### config.mk
export PLATFORM = sky130hd
export DESIGN_NAME = lzwd_parser
export DESIGN_NICKNAME = d
export VERILOG_FILES = /design/src/hdl/lzwd_pkg.sv /design/src/hdl/lzwd_parser.sv
export SDC_FILE = /design/constraint.sdc
export NUM_CORES = 1
export LEC_CHECK = 0
export BUFFER_PORTS_ARGS = -buffer_cell sky130_fd_sc_hd__buf_2
export CAP_MARGIN = 0
export CORE_MARGIN = 2
export CORE_UTILIZATION = 29
export CTS_BUF_LIST = sky130_fd_sc_hd__clkbuf_4 sky130_fd_sc_hd__clkbuf_8
export DETAILED_ROUTE_END_ITERATION = 8
export HOLD_SLACK_MARGIN = 0.12
export PLACE_DENSITY = 0.46
export SLEW_MARGIN = 20
export SYNTH_ARGS = -nofsm -noshare
export SYNTH_HDL_FRONTEND = slang
export SYNTH_SLANG_ARGS = --single-unit
### constraint.sdc
create_clock -name clk -period 5.7 [get_ports clk]
set_clock_uncertainty 0.15 [all_clocks]
set_input_delay 1.425 -clock clk [delete_from_list [all_inputs] [get_ports clk]]
set_output_delay 1.425 -clock clk [all_outputs]
set_load 0.03 [all_outputs]
### src/hdl/lzwd_pkg.sv
// Package: shared types and constants for the LZ window decompressor.
`default_nettype none
package lzwd_pkg;
  localparam int WinBytes = 8192;
  localparam int PtrW = 13;
  localparam int CntW = 14;

  typedef enum logic [3:0] {
    PH_FLAG, PH_SEL, PH_LEN1, PH_LEN0, PH_LIT, PH_SDIST, PH_LLO, PH_LHI, PH_EXT
  } phase_t;

  typedef enum logic [1:0] {
    ST_DATA = 2'd0, ST_END = 2'd1, ST_FAR = 2'd2
  } status_t;

  typedef enum logic [1:0] {
    CMD_LIT, CMD_COPY, CMD_STAT
  } cmd_kind_t;

  // Command passed from the parser to the copy engine.
  typedef struct packed {
    cmd_kind_t   kind;
    logic [7:0]  lit;
    logic [PtrW-1:0] dist_m1;
    logic [8:0]  len;
    status_t     stat;
  } cmd_t;
endpackage
`default_nettype wire

### src/hdl/lzwd_parser.sv
// Front end: bit word handling and token parsing into commands.
`default_nettype none
module lzwd_parser import lzwd_pkg::*; (
  input  wire logic clk,
  input  wire logic rst,
  input  wire logic in_valid,
  output logic in_ready,
  input  wire logic [7:0] in_byte,
  output logic cmd_valid,
  input  wire logic cmd_ready,
  output cmd_t cmd,
  output logic cmd_last
);
  logic [15:0] bit_word;
  logic [4:0] bits_left;
  logic refill_half, stream_ended, busy, hold_len;
  phase_t phase;
  logic [8:0] match_length;
  logic [PtrW-1:0] match_distance;

  // A command pending: held while the queue is full.
  logic pend, pend_last;
  cmd_t pend_cmd;

  // Bit decode runs one bit per cycle after a byte when phase needs bits.
  logic bit_phase;
  assign bit_phase = (phase == PH_FLAG) || (phase == PH_SEL) ||
                     (phase == PH_LEN1) || (phase == PH_LEN0);
  assign busy = !stream_ended && bits_left != 5'd0 && bit_phase;
  assign in_ready = !pend && !busy;
  assign cmd_valid = pend;
  assign cmd = pend_cmd;
  assign cmd_last = pend_last;

  logic take;
  assign take = in_valid && in_ready;

  logic [15:0] ldist;
  logic [8:0] sdist;
  logic copy_go;
  logic [PtrW-1:0] copy_dm1;
  logic [8:0] copy_len;
  always_comb begin
    ldist = 16'hE000 | {3'b0, in_byte[7:3], match_distance[7:0]};
    ldist = ~ldist;  // 0x10000 - x - 1 = distance - 1
    sdist = 9'd255 - {1'b0, in_byte};
    copy_go = 1'b0;
    copy_dm1 = match_distance;
    copy_len = match_length;
    hold_len = 1'b0;
    unique case (phase)
      PH_SDIST: begin copy_go = 1'b1; copy_dm1 = {5'b0, sdist[7:0]}; end
      PH_LHI: begin
        copy_dm1 = ldist[PtrW-1:0];
        copy_len = {6'b0, in_byte[2:0]} + 9'd2;
        copy_go = in_byte[2:0] != 3'd0;
        hold_len = 1'b1;
      end
      PH_EXT: begin copy_go = in_byte > 8'd1; copy_len = {1'b0, in_byte} + 9'd1; end
      default: ;
    endcase
  end

  // Result of this byte is last unless bit decode can still produce output.
  // Bits after a byte never produce output, so each command is last.
  always_ff @(posedge clk) begin
    if (rst) begin
      bit_word <= '0; bits_left <= '0; refill_half <= 1'b0; stream_ended <= 1'b0;
      phase <= PH_FLAG; match_length <= '0; match_distance <= '0; pend <= 1'b0;
      pend_last <= 1'b0;
    end else begin
      if (pend && cmd_ready) pend <= 1'b0;
      if (busy) begin
        bit_word <= {1'b0, bit_word[15:1]};
        bits_left <= bits_left - 5'd1;
        unique case (phase)
          PH_FLAG: phase <= bit_word[0] ? PH_LIT : PH_SEL;
          PH_SEL:  phase <= bit_word[0] ? PH_LLO : PH_LEN1;
          PH_LEN1: begin match_length <= {7'b0, bit_word[0], 1'b0}; phase <= PH_LEN0; end
          PH_LEN0: begin
            match_length <= match_length + {8'b0, bit_word[0]} + 9'd2;
            phase <= PH_SDIST;
          end
          default: phase <= PH_FLAG;
        endcase
      end else if (take && !stream_ended) begin
        pend_last <= 1'b1;
        if (bits_left == 5'd0) begin
          if (!refill_half) begin bit_word <= {8'b0, in_byte}; refill_half <= 1'b1; end
          else begin
            bit_word <= {in_byte, bit_word[7:0]}; refill_half <= 1'b0; bits_left <= 5'd16;
          end
        end else begin
          unique case (phase)
            PH_LIT: begin
              pend <= 1'b1; pend_cmd <= '{CMD_LIT, in_byte, '0, 9'd1, ST_DATA};
              phase <= PH_FLAG;
            end
            PH_LLO: begin match_distance <= {5'b0, in_byte}; phase <= PH_LHI; end
            PH_EXT: begin
              if (in_byte == 8'd0) begin
                pend <= 1'b1; stream_ended <= 1'b1;
                pend_cmd <= '{CMD_STAT, 8'd0, '0, 9'd0, ST_END};
              end else if (in_byte == 8'd1) phase <= PH_FLAG;
            end
            default: ;
          endcase
          if (phase == PH_SDIST || phase == PH_LHI) match_distance <= copy_dm1;
          if (hold_len) match_length <= copy_len;
          if (phase == PH_LHI && !copy_go) phase <= PH_EXT;
          if (copy_go) begin
            pend <= 1'b1; phase <= PH_FLAG;
            pend_cmd <= '{CMD_COPY, 8'd0, copy_dm1, copy_len, ST_DATA};
          end
          if (phase != PH_LIT && phase != PH_SDIST && phase != PH_LLO &&
              phase != PH_LHI && phase != PH_EXT) phase <= PH_FLAG;
        end
      end
    end
  end
  // A distance past the output so far is caught by the engine, which then
  // drops every later command, so keep accepting bytes here.
endmodule
`default_nettype wire

---- Word-level counts from Yosys, hierarchy flattened ----
Cells that the tools add are included.
storage, ports and cells
  input bits .............................. 12
  output and inout bits ................... 37
  flip-flop bits (word level) ............. 85
  word-level logic and storage cells ...... 132
cells by class
  reduce and logical (&&, ||, !) cells .... 43
  add/sub/neg operators ................... 6
  magnitude comparators ................... 1
  mux-type cells .......................... 42
  equality and inequality tests ........... 20
  bitwise operators ....................... 4
operators by type and width
  kind                                                    count
  one-hot mux 34 bit (2 select lines)                     1
  2-to-1 mux 15 bit                                       3
  2-to-1 mux 9 bit                                        4
  one-hot mux 9 bit (2 select lines)                      2
  2-to-1 mux 34 bit                                       1
  2-to-1 mux 4 bit                                        8
  2-to-1 mux 13 bit                                       2
  one-hot mux 13 bit (2 select lines)                     1
  2-to-1 mux 24 bit                                       1
  2-to-1 mux 5 bit                                        4
  == test 4 x 3 -> 1 bit (second input constant)          4
  2-to-1 mux 16 bit                                       1
  inequality test 4 x 3 -> 1 bit (second input constant)  4
  NOT 13 bit                                              1
  inequality test 6 bit (second input constant)           2
  one-hot mux 3 bit (4 select lines)                      1
  one-hot mux 4 bit (3 select lines)                      1
  logical AND 1 bit                                       11
  AND reduction 5 bit                                     2
  nonzero test 2 bit                                      5
  adder 8 x 1 -> 9 bit (second input constant)            1
  adder 9 x 1 -> 9 bit                                    1
  adder 9 x 2 -> 9 bit (second input constant)            1
  AND reduction 3 bit                                     3
  other kinds (30)                                        51

---- Logic depth before layout (Yosys ltp) ----
  depth in word-level cells ............... 11
  mapped depth ............................ 8
  depth with buffers taken out ............ 7

---- Worst setup path before layout ----
Ideal clock, no wire load.
  path type ............................... input -> register
  from .................................... input port in_byte[0]
  to ...................................... register pend_cmd (netlist bit cmd[0]) (enable)
  arrival ................................. 5.082 ns
  data required time ...................... 5.080 ns
  setup time .............................. 0.470 ns
  setup slack ............................. -0.002 ns
  cell stages on the path ................. 7
  cell sequence ........................... clkbuf_1 inv_1 ha_1 nor2b_1 a21oi_1 a21oi_1 a211oi_1
between the ends
  cells in the longest elaborated chain, start to end .. 4
RTL lines
  element                                                                       line                                  source
  start, declared                                                               lzwd_parser.sv:8                      input wire logic [7:0] in_byte,
  > comparator 8 x 1 -> 1 bit / nonzero test 3 bit (equally long branches)      lzwd_parser.sv:59, lzwd_parser.sv:56
  one-hot mux 1 bit (3 select lines)                                            lzwd_parser.sv:51                     unique case (phase)
  inequality test 3 bit (no line) / nonzero test 3 bit (equally long branches)  --
  AND reduction 6 bit (no line) *                                               --
  end signal, assigned                                                          lzwd_parser.sv:103                    pend_cmd <= '{CMD_STAT, 8'd0, '0, 9'd0, ST_END};
  end signal, assigned                                                          lzwd_parser.sv:113                    pend_cmd <= '{CMD_COPY, 8'd0, copy_dm1, copy_len, ST_DATA};
  end, declared                                                                 lzwd_parser.sv:23                     cmd_t pend_cmd;
Every way passes the cells marked *; elsewhere a longest branch is shown, timed or not.
A chain may end at the register's enable or synchronous reset.

---- Worst setup path after layout ----
  from .................................... input port in_byte[0]
  to ...................................... register pend_cmd (netlist bit cmd[22]) (enable)
Same word-level chain as after synthesis.

==> metrics <==
status complete, no violations; Clock power frac 25.5%; crit path capture type flip-flop; R2R Path Start phase[0]$_SDFFE_PP0P_; post-synth top area share 23.2%; setup bufs post-CTS 0; post-route cell area 4960 um^2; Reg clk slew, reported paths 0.08 ns; WP data required 5.58 ns; Antenna Nets Post-Route 0; Worst Tran Pin Value 0.957 ns; compound-gate portion of the synthesized area 25.0%; Worst R2R End cmd[22]$_SDFFCE_PN0P_; RSZ-0062 raised after global routing no; relative slew slack 36.0%; routed len/inst 17.6 um; fillers 1549; fin. max-slew vios 0; cells after synthesis 508; largest net degree at the start of global routing 39; critical path launch point type input pin; Seq cells post-synth 83; Synth Area in Simple Gates 21.5%; Remaining Overflow, GRT 0; Synth top cells by count a21oi_1, dfxtp_1, nor2_1; sw frac 40.1%; sequential share of the synthesized area 45.0%; final WL 12600 um; routed vias/inst 5.52; Fmax 274 MHz; final-report setup violation count 0; crit path kind in2reg; CTS tree built; Syn Area/Cell 8.66 um^2; critical path capture point cmd[22]$_SDFFCE_PN0P_; CP Max Fanout 32; area leader, netlist dfxtp_1; I/O pins 49; FF-to-FF path depth 5; via count 3962; Max Cap Violations 0; Yosys cell types 60; worst IR drop on VDD 164 uV; Fin. Hold Viols 0; Die W 127 um; min setup slack post-route 2.06 ns; worst hold margin 0.318 ns; first-pass GRT wire length 20900 um; port bufs 47; Syn Std Cell Area 4400 um^2; Core Region 15000 um^2; Crit. path cell count 8; Rows 45; Critical Path Start in_byte[0]; Nets 544; Synth area leaders dfxtp_1, edfxtp_1, a21oi_1; Placed Instance Area 4750 um^2; crit-path max cell delay 0.53 ns; Synthesized Nets 527; fin crit share 63.9%; die height 127 um; area of the die 16200 um^2; Post-synth EDFFs 32; Int Pwr 0.00112 W; sequential share of power 40.2%; yosys warns 0; Top FF cell, synth dfxtp_1; setup TNS 0 ns; initial antenna violation count 0; clk buf depth 2; Post-DP HPWL 8330 um; 1st-iter DRT viols 298; drt drc 0; Clk Latency, worst-skew pair 0.39 ns; CP arrival 3.53 ns; Post-synth ARST share 0%; clock sinks 83; mux cell area share after synthesis 0%; ant diodes 0; Post-Place Worst Slack 1.68 ns; Placer Congestion 0.793; pwr/cell area 379 nW/um^2; hold-fix buffers at CTS 0; Area Growth Syn to Fin 12.7%; Hold Crit Class reg2reg; delay-heaviest family, CP compound AO/OA/AOI/OAI gates; initial core utilization 29.3%; area occupied by multi-input gates 2200 um^2; Reg2Reg Setup Slack 2.07 ns; Final Critical Period 3.64 ns; aggregate global-route resource usage 16.3%; share of layout cells above drive strength 1 15.7%; Gate power share 34.3%; DR pass1 iterations 5; Adder-Cell Fraction of Synth Area 1.99%; xor-xnor portion of the synthesized cell area 0.796%; Leakage Power 1.66 nW; CP bufs+invs 3; Seq. cell area 1980 um^2; root buf cell clkbuf_8; htree depth 3; CP max stage cell a21oi_1; post-cts sizing count 0; vias in the first global route 3934; CTS Buf Count 9; top-count cell post-synth a21oi_1; largest family of logic cells by synthesized area compound AO/OA/AOI/OAI gates; Psw 0.000754 W; critical path, cell by cell buf_2 > inv_1 > ha_1 > nor2b_1 > a21oi_1 > a21oi_2 > a211oi_4 > buf_4
through the flow:
stage | power, W | instances | util [%]
final | 0.00188 | 718 | 33.0
after global routing | 0.00200 | 718 | 33.0
after floorplan | 0.00124 | 508 | -
after CTS | 0.00189 | 718 | 33.0
after detailed placement | 0.00140 | 702 | 31.6
after global placement | 0.00140 | 702 | 31.6
logic make-up (layout without fill, tap and decap cells):
logic type | count (synthesis) | after routing
buffers and inverters | 59 | 81
AO/OA/AOI/OAI | 172 | 172
adder cells (fa/ha/maj) | 7 | 7
XOR/XNOR | 4 | 4
AND/OR/NAND/NOR | 182 | 182
flip-flops | 83 | 83
other | 1 | 1
how the worst min path moves through the flow:
| stage | start | endpoint | depth (start not counted) |
|---|---|---|---|
| floorplan | bit_word[15]$_SDFFE_PP0P_ | bit_word[15]$_SDFFE_PP0P_ | 2 |
| global placement | bit_word[2]$_SDFFE_PP0P_ | bit_word[2]$_SDFFE_PP0P_ | 2 |
| detailed placement | bit_word[15]$_SDFFE_PP0P_ | bit_word[15]$_SDFFE_PP0P_ | 2 |
| CTS | bit_word[15]$_SDFFE_PP0P_ | bit_word[15]$_SDFFE_PP0P_ | 2 |
| global route | match_distance[11]$_SDFFE_PP0P_ | match_distance[11]$_SDFFE_PP0P_ | 2 |
| finish | bit_word[15]$_SDFFE_PP0P_ | bit_word[15]$_SDFFE_PP0P_ | 2 |
routing by layer:
metal | GRT usage, % | wire length [um] | up-vias
met1 | 22.3 | 5930 | 1900
met5 | 0 | 0 | -
met3 | 3.77 | 786 | 20
met2 | 24.7 | 5640 | 115
met4 | 6.59 | 261 | 0
li1 | - | - | 1927
cell type report:
class	count	share of cell area [%]
clock buffer	9	2.50
clock inverter	7	1.84
inverter	11	0.832
multi-input combinational	366	44.3
sequential	83	39.9
tap	188	4.74
timing repair buffer	54	5.80
flip-flops by register name, summed over array words and instances (netlist names):
register	flops
cmd	32
bit_word	16
match_distance	13
match_length	9
bits_left	5
phase	4
cmd_last	1
cmd_valid	1
refill_half	1
stream_ended	1
tightest hold or removal path, stage by stage (launching register included):
cell and delay [ns]:
dfxtp_1 0.32, nand2_1 0.05, a211oi_1 0.05
placed cells by master (no fill, tap or decap), types with 21 or more instances in the layout:
master,instances
nor2_1,47
edfxtp_1,32
buf_2,47
a21oi_1,56
o21ai_0,34
nand2_1,27
nand3_1,32
nor3_1,21
dfxtp_1,51
power by group through the flow:
stage | Combinational [W] | Sequential (W) | Clock, W
finish | 0.000644 | 0.000755 | 0.000480
global route | 0.000720 | 0.000766 | 0.000518
CTS | 0.000640 | 0.000753 | 0.000498
detailed placement | 0.000635 | 0.000766 | 0
global placement | 0.000632 | 0.000766 | 0
floorplan | 0.000495 | 0.000741 | 0
Power figures use the tool's default switching activity.
