### src/hdl/lzwd_pkg.sv
// Package: shared types and constants for the LZ window decompressor.
`default_nettype none
package lzwd_pkg;
  localparam int WinBytes = 8192;
  localparam int PtrW = 13;
  localparam int CntW = 14;

  typedef enum logic [3:0] {
    PH_FLAG, PH_SEL, PH_LEN1, PH_LEN0, PH_LIT, PH_SDIST, PH_LLO, PH_LHI, PH_EXT
  } phase_t;

  typedef enum logic [1:0] {
    ST_DATA = 2'd0, ST_END = 2'd1, ST_FAR = 2'd2
  } status_t;

  typedef enum logic [1:0] {
    CMD_LIT, CMD_COPY, CMD_STAT
  } cmd_kind_t;

  // Command passed from the parser to the copy engine.
  typedef struct packed {
    cmd_kind_t   kind;
    logic [7:0]  lit;
    logic [PtrW-1:0] dist_m1;
    logic [8:0]  len;
    status_t     stat;
  } cmd_t;
endpackage
`default_nettype wire

### src/hdl/lzwd_fifo.sv
// Two-entry command queue between parser and copy engine.
`default_nettype none
module lzwd_fifo import lzwd_pkg::*; (
  input  wire logic clk,
  input  wire logic rst,
  input  wire logic in_valid,
  output logic in_ready,
  input  wire cmd_t in_cmd,
  output logic out_valid,
  input  wire logic out_ready,
  output cmd_t out_cmd
);
  cmd_t q [2];
  logic [1:0] cnt;
  logic rp, wp;
  assign in_ready = cnt != 2'd2;
  assign out_valid = cnt != 2'd0;
  assign out_cmd = q[rp];
  always_ff @(posedge clk) begin
    if (in_valid && in_ready) q[wp] <= in_cmd;
    if (rst) begin
      cnt <= '0; rp <= 1'b0; wp <= 1'b0;
    end else begin
      if (in_valid && in_ready) wp <= ~wp;
      if (out_valid && out_ready) rp <= ~rp;
      cnt <= cnt + {1'b0, in_valid && in_ready} - {1'b0, out_valid && out_ready};
    end
  end
endmodule
`default_nettype wire

### config.mk
export PLATFORM = sky130hd
export DESIGN_NAME = lzwd_fifo
export DESIGN_NICKNAME = d
export VERILOG_FILES = /design/src/hdl/lzwd_pkg.sv /design/src/hdl/lzwd_fifo.sv
export SDC_FILE = /design/constraint.sdc
export NUM_CORES = 1
export LEC_CHECK = 0
export BUFFER_PORTS_ARGS = -buffer_cell sky130_fd_sc_hd__buf_2
export CORE_UTILIZATION = 52
export CTS_CLUSTER_SIZE = 25
export DETAILED_ROUTE_END_ITERATION = 10
export PLACE_DENSITY = 0.79
export SKIP_CTS_REPAIR_TIMING = 1
export SLEW_MARGIN = 0
export SYNTH_ARGS = -nofsm -noshare
export SYNTH_HDL_FRONTEND = slang
export SYNTH_SLANG_ARGS = --single-unit
### constraint.sdc
create_clock -name clk -period 3.2 [get_ports clk]
set_input_delay 0.48 -clock clk [delete_from_list [all_inputs] [get_ports clk]]
set_output_delay 0.48 -clock clk [all_outputs]
set_load 0.005 [all_outputs]
* Yosys cells after proc, flatten, opt, wreduce, memory -nomap -nowiden
Memory sizes are Yosys's and may differ from the RTL's. A register that Yosys moved wholly into a read port is not among the register bits.
Index checks and enable logic that the tools add are counted.
** Operators by class
- Add/subtract/negate cells :: 2
- Multiply operators :: 0
- Divide/modulo/power cells :: 0
- Order comparisons :: 0
- Equal/unequal tests :: 1
- Shifts and indexed selects :: 0
- Mux-type cells :: 4
- Bitwise logic cells :: 2
- Reduce and logical (&&, ||, !) cells :: 3
** Operator list (count)
- two-way mux 1 bit :: 4
- adder 2 x 1 -> 2 bit :: 1
- logical AND 1 bit :: 2
- inequality test 2 bit (second input constant) :: 1
- inverter 1 bit :: 2
- nonzero test 2 bit :: 1
- subtractor 2 x 1 -> 2 bit :: 1
** Storage, ports and cells
- Register bits :: 4
- Latch bits :: 0
- Bits in writable memories :: 68
- ROM bits :: 0
- Input bits :: 38
- Output and inout bits :: 36
- Word-level logic and storage cells :: 16
- Memories kept :: 1
** Memories
- q :: depth 2, width 34, rd ports 1, clocked after memory_dff 1, write ports 1, RTL line lzwd_fifo.sv:13 : cmd_t q [2];

* Longest topological paths before layout
Gate-level depths: netlist of run 1.
- Depth in word-level cells :: 4
- Mapped depth :: 8
- Gate-level depth less buffers :: 8

* Worst setup path before layout of run 1
OpenSTA, ideal clock, no wires.
- Path type :: flip-flop to flip-flop
- From :: register cnt[0]
- To :: memory q[0][0] in the netlist's numbering, enable pin
- Setup time :: 425 ps
- Arrival :: 2006 ps
- Required time :: 2775 ps
- Setup slack :: 769 ps
- Cell stages (with the launch flop) :: 4
- Buffers on the path :: 0
- Clock period less this slack :: 2431 ps
- Cells stage by stage :: dfxtp_1 > nand2b_2 > nand2_2 > nor2_1
** On the way
- Longest elaborated chain between the ends :: 4
** Ends and longest elaborated chain
- start, declared :: RTL line lzwd_fifo.sv:14 : logic [1:0] cnt;
- start signal, assigned :: RTL line lzwd_fifo.sv:26 : cnt <= cnt + {1'b0, in_valid && in_ready} - {1'b0, out_valid && out_ready};
- inequality test 2 bit :: RTL line lzwd_fifo.sv:16 : assign in_ready = cnt != 2'd2;
- via in_ready :: RTL line lzwd_fifo.sv:7 : output logic in_ready,
- logical AND 1 bit :: RTL line lzwd_fifo.sv:20 : if (in_valid && in_ready) q[wp] <= in_cmd;
- two-way mux 1 bit :: RTL line lzwd_fifo.sv:20
- two-way mux 1 bit (not written as such) :: RTL line lzwd_fifo.sv:20
- end, declared :: RTL line lzwd_fifo.sv:13
The timed path passes the listed nets, and every way through them passes these cells.

==> impl_metrics.toml, run 1 <==
[placed_design]
gp_congestion = 0.6582
placed_cells = 271
pre_cts_slack_ns = 1.352
placed_cell_area_um2 = 3253
port_buffers = 73

[grt]
first_pass_grt_wire_length_mm = 6.161
grt_use_met1_pct = 20.38
total_global_routing_overflow = 0
globalRoute.busiestLayer = "met2"
met3_usage_pct = 5.820
antenna_found_initial = 0
grtUsageMet2_pct = 23.21
global_route.usage.total_pct = 15.91
number_of_global_route_vias_before_repair = 1296
grt_max_degree = 35

[cts]
cts_buffer_depth = 2
clock_latency_ns = 0.33
cts.reportedPaths.clkPinSlew_ns = 0.08
htree_levels = 3
clkSinkCount = 73
tritoncts = "yes"
numCtsBuffers = 9
cts.root.buffer_cell = "sky130_fd_sc_hd__clkbuf_8"

[die]
die_w_um = 75.65
pin_count = 74
core.rowCount = 26
starting_density_pct = 54.52
die_area_um2 = 5722
fp.dieH_um = 75.65
core_region_area_um2 = 5172

[critical_path]
path_cells = "buf_4, mux2_1, buf_2"
r2r_slack_ns = 1.44
critPathKind = "reg2out"
worst_path_arrival_time_ns = 1.70
critical_path.max_fanout = 16
timing.critical_path.slowest_stage_cell = "sky130_fd_sc_hd__dfxtp_2"
setup.worst_path.end_class = "output port"
timing.critical_path.from_type = "flop"
cpPeakStageDelay_ns = 0.53
crit_required_ns = 2.72

[sta]
worst_slew_margin_rel_pct = 34.91
setup_viol = 0
fin_crit_ns = 2.185
final_critical_path_setup_slack_ns = 1.015
min_period_over_period_pct = 68.28
max_freq_mhz = 457.7
tightestPinTransition_ns = 0.9740
drv_slew = 0
finalSetupTns_ns = 0
setup_repair_after_global_routing_missed_its_margin = "false"
fin_worst_skew_ns = 0.008367
final-hold-violation-count = 0

[pwr]
power.clock.fraction_pct = 29.0
p_per_area_nw_per_um2 = 769.1
ir_drop_mv = 0.4790
netSwitchingFraction_pct = 23.42
power_leakage_nw = 1.390
power.internal_mw = 2.047
net_switching_power_mw = 0.6260
seqPwrFrac_pct = 47.4
p_comb_share_pct = 23.6
p_total_mw = 2.673

[detailed_routing]
drc_errors = 0
num_vias = 1349
first_iter_violations = 77
drtPass1Iterations = 4
viasPerCell = 4.700
postRouteWirelength_mm = 4.135
residual_antenna_violating_net_count_after_detailed_routing = 0
route.detailed.wl_per_inst_um = 14.41

[yosys]
synth_seq_area_share_pct = 75.95
yosys_warnings = 0
mappedNetlistNets = 170
ys_ff_latch = 73
synth.cell_area_um2 = 2820
synth_cells = 130
synth.lib_cells_used.distinct = 16
avgSynthCellArea_um2 = 21.69

[finish]
final_instance_count_without_filler_cells = 287
areaGrowthSynthToFinish_pct = 23.25
final_layout_size_suffix_gt1_share_pct = 57.60
highest_count_cells_in_the_layout_ignoring_fill_and_taps = "sky130_fd_sc_hd__buf_2, sky130_fd_sc_hd__edfxtp_1, sky130_fd_sc_hd__mux2_4"
design.final.nets = 252
diodes = 0
finish.instance_area_um2 = 3476
layout.cells.most_common = "sky130_fd_sc_hd__buf_2"

[status]
outcome = "completed"

[run]
cap_violations = 0

[min_path]
type_of_the_most_critical_hold_path = "in2reg"
cell type report:
cell class / count / area (um2)
Tap cell: 70 / 87.58
Sequential cell: 73 / 2143
Clock buffer: 13 / 158.9
Inverter: 1 / 3.754
Clock inverter: 3 / 63.81
Fill cell: 367 / 1697
Timing Repair Buffer: 75 / 380.4
Multi-Input combinational cell: 52 / 638.1
Yosys cell counts (all sizes together):
cell / number / area share [%]
xnor2: 2 / 0.62
xor2: 1 / 0.31
or2: 1 / 0.22
nor2b: 2 / 0.44
nand2: 1 / 0.22
ha: 2 / 0.89
mux2: 35 / 18
dfxtp: 5 / 3.5
nand2b: 1 / 0.31
o21a: 1 / 0.31
nor2: 5 / 0.67
buf: 4 / 1.6
edfxtp: 68 / 72
inv: 1 / 0.13
and3: 1 / 0.22
per-stage QoR:
step           util [%]  hold slack [ns]
2_1_floorplan         -           0.4800
3_3_place_gp      62.89           0.4948
3_5_place_dp      62.89           0.5009
4_1_cts           67.20           0.3209
5_1_grt           67.20           0.3154
6_report          67.20           0.3328
layer usage:
metal	up-vias	part of all wire (%)
li1	663	-
met1	622	45
met2	56	46
met3	8	7.3
met4	0	1.7
met5	-	0
cells by family after synthesis:
kind of cell	after synthesis	share of synthesized area [%]
AO/OA/AOI/OAI	1	0.3106
XOR/XNOR	3	0.9318
adder cells (fa/ha/maj)	2	0.8872
buffers and inverters	5	1.730
flip-flops	73	75.95
multiplexers	35	18.10
AND/OR/NAND/NOR	11	2.086
worst paths after layout:
check | to | from | cells after the start
hold / removal | q[1][32] | in_cmd[32] | 1
setup reg to reg | q[0][20] | cnt[0] | 3
hold reg to reg | flop | rp | 2
setup / recovery | out_cmd[0] | flop | 3
power groups by stage:
| stage | registers (mW) | logic, mW | clock network, mW |
|---|---|---|---|
| final | 1.27 | 0.630 | 0.776 |
| after global routing | 1.28 | 0.697 | 0.836 |
| after CTS | 1.27 | 0.644 | 0.788 |
| after detailed placement | 1.29 | 0.639 | 0 |
| after global placement | 1.28 | 0.634 | 0 |
| after floorplan | 1.26 | 0.464 | 0 |
sequential cells by signal, indices dropped and copies added (netlist names), named ones only:
name,count
cnt,2
q,68
rp,1
wp,1
critical path: cells and delay by family, from the launching register on:
family,cells,cell delay [ns]
flops,1,0.53
buf+inv,2,0.49
mux,1,0.35
(Power assumes the default switching activity.)
==> inputs of run 2 (changes only) <==
--- a/config.mk
+++ b/config.mk
@@ -5,6 +5,7 @@
 export SDC_FILE = /design/constraint.sdc
 export NUM_CORES = 1
 export LEC_CHECK = 0
+export ABC_AREA = 1
 export BUFFER_PORTS_ARGS = -buffer_cell sky130_fd_sc_hd__buf_2
 export CORE_UTILIZATION = 52
 export CTS_CLUSTER_SIZE = 25
==> constraint.sdc (replaced) <==
create_clock -name clk -period 2.1 [get_ports clk]
set_input_delay 0.315 -clock clk [delete_from_list [all_inputs] [get_ports clk]]
set_output_delay 0.315 -clock clk [all_outputs]
set_load 0.005 [all_outputs]
==> impl_metrics.toml, run 2 <==
[status]
outcome = "completed"

[min_path]
min_from = "rst"
type_of_the_most_critical_hold_path = "in2reg"

[grt]
antenna_found_initial = 0
global_route.usage.total_pct = 15.88
first_pass_grt_wire_length_mm = 6.775
total_global_routing_overflow = 0
number_of_global_route_vias_before_repair = 1518
grt_max_degree = 21

[cts]
cts.reportedPaths.clkPinSlew_ns = 0.06
tritoncts = "yes"
numCtsBuffers = 9
cts_buffer_depth = 2
cts.root.buffer_cell = "sky130_fd_sc_hd__clkbuf_8"
clkSinkCount = 73
htree_levels = 3
clock_latency_ns = 0.33

[critical_path]
r2r_end = "cnt[1]"
worstReg2RegStart = "cnt[0]"
cp_num_cells = 3
critical_path.max_fanout = 19
crit_required_ns = 1.78
crit_buf_inv = 2
r2r.worst_path.cells = 10
worst_path_arrival_time_ns = 1.47
timing.critical_path.from_type = "flop"
path_cells = "buf_4, mux2_2, buf_2"
timing.critical_path.slowest_stage_cell = "sky130_fd_sc_hd__mux2_2"
r2r_slack_ns = 0.55
setup.worst_path.end = "out_cmd[0]"
critical_path.top_delay_family = "buffers and inverters"
setup.worst_path.end_class = "output port"
cpPeakStageDelay_ns = 0.38
critPathKind = "reg2out"

[pwr]
net_switching_power_mw = 0.9684
p_comb_share_pct = 25.9
power.internal_mw = 2.925
p_per_area_nw_per_um2 = 1123
power.clock.fraction_pct = 25.0
netSwitchingFraction_pct = 24.87
ir_drop_mv = 0.7051
seqPwrFrac_pct = 49.1
power_leakage_nw = 1.418

[detailed_routing]
route.detailed.wl_per_inst_um = 13.76
num_vias = 1450
viasPerCell = 4.770
drtPass1Iterations = 4
drc_errors = 0
residual_antenna_violating_net_count_after_detailed_routing = 0
first_iter_violations = 58
postRouteWirelength_mm = 4.184

[yosys]
synth_edf_count = 68
mappedNetlistNets = 183
synth.lib_cells_used.distinct = 12
async_flop_share_pct = 0
synth.top_cells.by_area = "sky130_fd_sc_hd__edfxtp_1, sky130_fd_sc_hd__mux2_4, sky130_fd_sc_hd__dfxtp_1, sky130_fd_sc_hd__buf_12, sky130_fd_sc_hd__mux2_2"
yosys_warnings = 0
post-synth-top-area-cell = "sky130_fd_sc_hd__edfxtp_1"
ys_ff_latch = 73
top_cells_by_instance_count_after_synthesis = "sky130_fd_sc_hd__edfxtp_1, sky130_fd_sc_hd__mux2_4, sky130_fd_sc_hd__nor2_1, sky130_fd_sc_hd__inv_1, sky130_fd_sc_hd__nand2_1"
synth.cell_area_um2 = 2853
avgSynthCellArea_um2 = 19.95
synthMostInstantiatedCell = "sky130_fd_sc_hd__edfxtp_1"
synth.top_cell.area_share_pct = 71.58
synth_cells = 143
synth_ff_type = "sky130_fd_sc_hd__edfxtp_1"
synth_seq_area_share_pct = 75.09

[sta]
min_period_over_period_pct = 84.84
max_freq_mhz = 561.3
finalSetupTns_ns = 0
final-hold-violation-count = 0
drv_slew = 0
fin_crit_ns = 1.782
fin_worst_skew_ns = 0.002780
tightestPinTransition_ns = 0.3224
setup_viol = 0
setup_repair_after_global_routing_missed_its_margin = "false"
worst_slew_margin_rel_pct = 78.51

[finish]
fill_cells = 378
areaGrowthSynthToFinish_pct = 21.49
top_register_by_number_of_flip_flops = "q"
diodes = 0
fin_util_pct = 66.59
largest_reg_flops = 68
highest_count_cells_in_the_layout_ignoring_fill_and_taps = "sky130_fd_sc_hd__buf_2, sky130_fd_sc_hd__edfxtp_1, sky130_fd_sc_hd__mux2_4"
largest_registers = "q: 68 flops, cnt: 2 flops"
area.sequential_um2 = 2143
layout.cells.most_common = "sky130_fd_sc_hd__buf_2"
final_layout_size_suffix_gt1_share_pct = 53.85
design.final.nets = 269
multiInputGateArea_um2 = 616.8

[placed_design]
gp_congestion = 0.7422
detailed_placer_s_ending_hpwl_mm = 2.939
port_buffers = 73

[die]
die_w_um = 76.07
fp.dieH_um = 76.07
starting_density_pct = 54.81
pin_count = 74
core.rowCount = 26
core_region_area_um2 = 5205
die_area_um2 = 5786

[run]
cap_violations = 0
## run 2: cell types whose count changed after synthesis, sizes merged
cell	change
a21oi	+2
and3	-1
inv	+7
mux2	-1
nand2	+7
nand2b	-1
nand3	+3
nor2	+4
nor2b	-2
o21a	-1
or2	-1
xnor2	-2
xor2	-1
## run 2: cells by family after synthesis
kind of cell             synth area share [%]
AND/OR/NAND/NOR                         2.763
multiplexers                            17.37
adder cells (fa/ha/maj)                0.8771
buffers and inverters                   3.553
AO/OA/AOI/OAI                          0.3509
flip-flops                              75.09
## run 2: layout make-up
class,count,area share [%]
Sequential cell,73,61.84
Tap cell,70,2.527
Multi-Input combinational cell,58,17.80
Clock inverter,5,1.336
Timing Repair Buffer,79,11.84
Inverter,8,0.8664
Clock buffer,11,3.791
## run 2: worst reg2reg max path, delay by kind of cell (launching register included)
| kind | cells | cell delay (ns) |
|---|---|---|
| adder cells (fa/ha/maj) | 2 | 0.48 |
| flip-flops | 1 | 0.35 |
| AND/OR/NAND/NOR | 4 | 0.34 |
| buffers and inverters | 3 | 0.15 |
| AO/OA/AOI/OAI | 1 | 0.12 |
## run 2: per-layer routing
| layer | vias to the layer above | track usage (%) | wire length (um) |
|---|---|---|---|
| met1 | 678 | 17.72 | 1709 |
| met3 | 11 | 4.072 | 245 |
| li1 | 703 | - | - |
| met4 | 0 | 9.808 | 109 |
| met2 | 58 | 27.27 | 2120 |
| met5 | - | 0 | 0 |
## run 2: worst min-delay path by stage
| stage | to | cells past startpoint |
|---|---|---|
| 2_1_floorplan | cnt[0] | 1 |
| 5_1_grt | cnt[0] | 2 |
| 3_5_place_dp | cnt[0] | 2 |
| 3_3_place_gp | cnt[0] | 2 |
| 6_report | cnt[0] | 2 |
| 4_1_cts | cnt[0] | 2 |
## run 2: power groups by stage
stage                     Combinational, mW  Clock, mW  Sequential [mW]
final                                  1.01      0.972             1.91
after global routing                   1.10       1.05             1.93
after CTS                              1.03       1.01             1.91
after detailed placement               1.03          0             1.95
after global placement                 1.01          0             1.93
after floorplan                       0.734          0             1.93
## run 2: per-stage QoR
step | instances | hold slack [ns] | power, mW | area (um2) | setup slack, ns
3_3_place_gp | 288 | 0.4869 | 2.939 | 3288 | 0.6278
6_report | 304 | 0.1496 | 3.894 | 3466 | 0.3184
3_5_place_dp | 288 | 0.4915 | 2.972 | 3288 | 0.5550
5_1_grt | 304 | 0.1380 | 4.083 | 3466 | 0.2421
2_1_floorplan | 143 | 0.3862 | 2.660 | 2855 | 0.2128
4_1_cts | 304 | 0.1344 | 3.955 | 3466 | 0.2723
==> inputs of run 3 (changes only) <==
--- a/config.mk
+++ b/config.mk
@@ -5,7 +5,7 @@
 export SDC_FILE = /design/constraint.sdc
 export NUM_CORES = 1
 export LEC_CHECK = 0
-export ABC_AREA = 1
+export ABC_AREA = 0
 export BUFFER_PORTS_ARGS = -buffer_cell sky130_fd_sc_hd__buf_2
 export CORE_UTILIZATION = 52
 export CTS_CLUSTER_SIZE = 25
==> constraint.sdc (replaced) <==
create_clock -name clk -period 1.65 [get_ports clk]
set_input_delay 0.2475 -clock clk [delete_from_list [all_inputs] [get_ports clk]]
set_output_delay 0.2475 -clock clk [all_outputs]
set_load 0.005 [all_outputs]
==> impl_metrics.toml, run 3 (same netlist as run 1, synthesis figures left out) <==
[pwr]
p_per_area_nw_per_um2 = 1451
p_comb_share_pct = 29.5
p_total_mw = 5.259
ir_drop_mv = 0.9628
power_leakage_nw = 1.456
power.internal_mw = 3.963
netSwitchingFraction_pct = 24.64
net_switching_power_mw = 1.296
power.clock.fraction_pct = 23.9
seqPwrFrac_pct = 46.6

[finish]
diodes = 0
finish.instance_area_um2 = 3623
highest_count_cells_in_the_layout_ignoring_fill_and_taps = "sky130_fd_sc_hd__edfxtp_1, sky130_fd_sc_hd__buf_2, sky130_fd_sc_hd__mux2_4"
design.final.nets = 260
largest_reg_flops = 68
largest_registers = "q: 68 flops, cnt: 2 flops"
final_instance_count_without_filler_cells = 295
areaGrowthSynthToFinish_pct = 28.48
layout.cells.most_common = "sky130_fd_sc_hd__edfxtp_1"
top_register_by_number_of_flip_flops = "q"
final_layout_size_suffix_gt1_share_pct = 59.56

[die]
core.rowCount = 26
die_w_um = 75.65
pin_count = 74
fp.dieH_um = 75.65
core_region_area_um2 = 5172
die_area_um2 = 5722
starting_density_pct = 54.52

[detailed_routing]
num_vias = 1435
postRouteWirelength_mm = 4.617
viasPerCell = 4.864
first_iter_violations = 38
drc_errors = 0
drtPass1Iterations = 4
residual_antenna_violating_net_count_after_detailed_routing = 0
route.detailed.wl_per_inst_um = 15.65

[placed_design]
port_buffers = 73
pre_cts_slack_ns = 0.04263
detailed_placer_s_ending_hpwl_mm = 3.043
gp_congestion = 0.7022
placed_cells = 275
placed_cell_area_um2 = 3308

[sta]
max_freq_mhz = 616.1
worst_slew_margin_rel_pct = 83.40
fin_worst_skew_ns = 0.007138
final-hold-violation-count = 0
final_critical_path_setup_slack_ns = 0.02702
tightestPinTransition_ns = 0.2490
fin_crit_ns = 1.623
setup_repair_after_global_routing_missed_its_margin = "true"
setup_viol = 0
min_period_over_period_pct = 98.36
drv_slew = 0

[min_path]
min_delay_path_depth = 1
type_of_the_most_critical_hold_path = "in2reg"

[grt]
antenna_found_initial = 0
grt_max_degree = 19
global_route.usage.total_pct = 16.33
total_global_routing_overflow = 0
first_pass_grt_wire_length_mm = 6.354
number_of_global_route_vias_before_repair = 1394

[cts]
cts.reportedPaths.clkPinSlew_ns = 0.07
tritoncts = "yes"
clkSinkCount = 73
cts.root.buffer_cell = "sky130_fd_sc_hd__clkbuf_8"
cts_buffer_depth = 2
htree_levels = 3
clock_latency_ns = 0.32
numCtsBuffers = 9

[critical_path]
crit_required_ns = 1.40
timing.critical_path.from_type = "flop"
worst_path_arrival_time_ns = 1.38
r2r.worst_path.cells = 8
critPathKind = "reg2out"
critical_path.max_fanout = 9
setup.worst_path.end_class = "output port"

[status]
outcome = "completed"

[run]
cap_violations = 0
-- run 3: changes by cell type in the layout (fill, tap and decap cells not counted), sizes merged, moves of 3 or more --
cell   change
inv        -7
nand2      -7
nor2       -4
nand3      -3
-- run 3: area by class of cell --
cell class | count | area, um2
Sequential cell | 73 | 2147
Fill cell | 341 | 1549
Multi-Input combinational cell | 52 | 650.6
Timing Repair Buffer | 83 | 556.8
Clock buffer | 11 | 131.4
Tap cell | 70 | 87.58
Clock inverter | 5 | 46.29
Inverter | 1 | 3.754
-- run 3: worst max-delay path: stages, from the launching register on --
cell and delay, ns:
sky130_fd_sc_hd__dfxtp_4 0.43, sky130_fd_sc_hd__clkbuf_16 0.20, sky130_fd_sc_hd__mux2_4 0.31, sky130_fd_sc_hd__buf_6 0.11
-- run 3: metrics by stage --
stage          hold WS (ns)  TNS (ns)  utilization, %
4_1_cts             0.09691    -1.673           67.39
3_5_place_dp         0.4406         0           63.96
6_report             0.1105         0           70.05
3_3_place_gp         0.4353         0           63.96
5_1_grt             0.08306   -0.1717           70.05
2_1_floorplan        0.3191         0               -
-- run 3: per-layer routing --
metal | part of all wire (%) | global-route usage, % | vias up
met5 | 0 | 0 | -
met4 | 1.5 | 9.465 | 0
met3 | 3.3 | 4.762 | 7
met2 | 55 | 28.97 | 40
met1 | 40 | 17.33 | 708
li1 | - | - | 680
-- run 3: power by group through the flow --
stage | clock, mW | sequential, mW | combinational, mW
final | 1.26 | 2.45 | 1.55
after global routing | 1.37 | 2.48 | 1.68
after CTS | 1.29 | 2.45 | 1.35
after detailed placement | 0 | 2.48 | 1.35
after global placement | 0 | 2.47 | 1.32
after floorplan | 0 | 2.43 | 0.908
-- run 3: worst paths after layout --
check              from          end  slack, ns
min          in_cmd[14]     q[0][14]       0.11
min reg2reg          rp         flop       0.51
max reg2reg      cnt[0]       cnt[1]       0.09
max                flop  out_cmd[31]       0.03
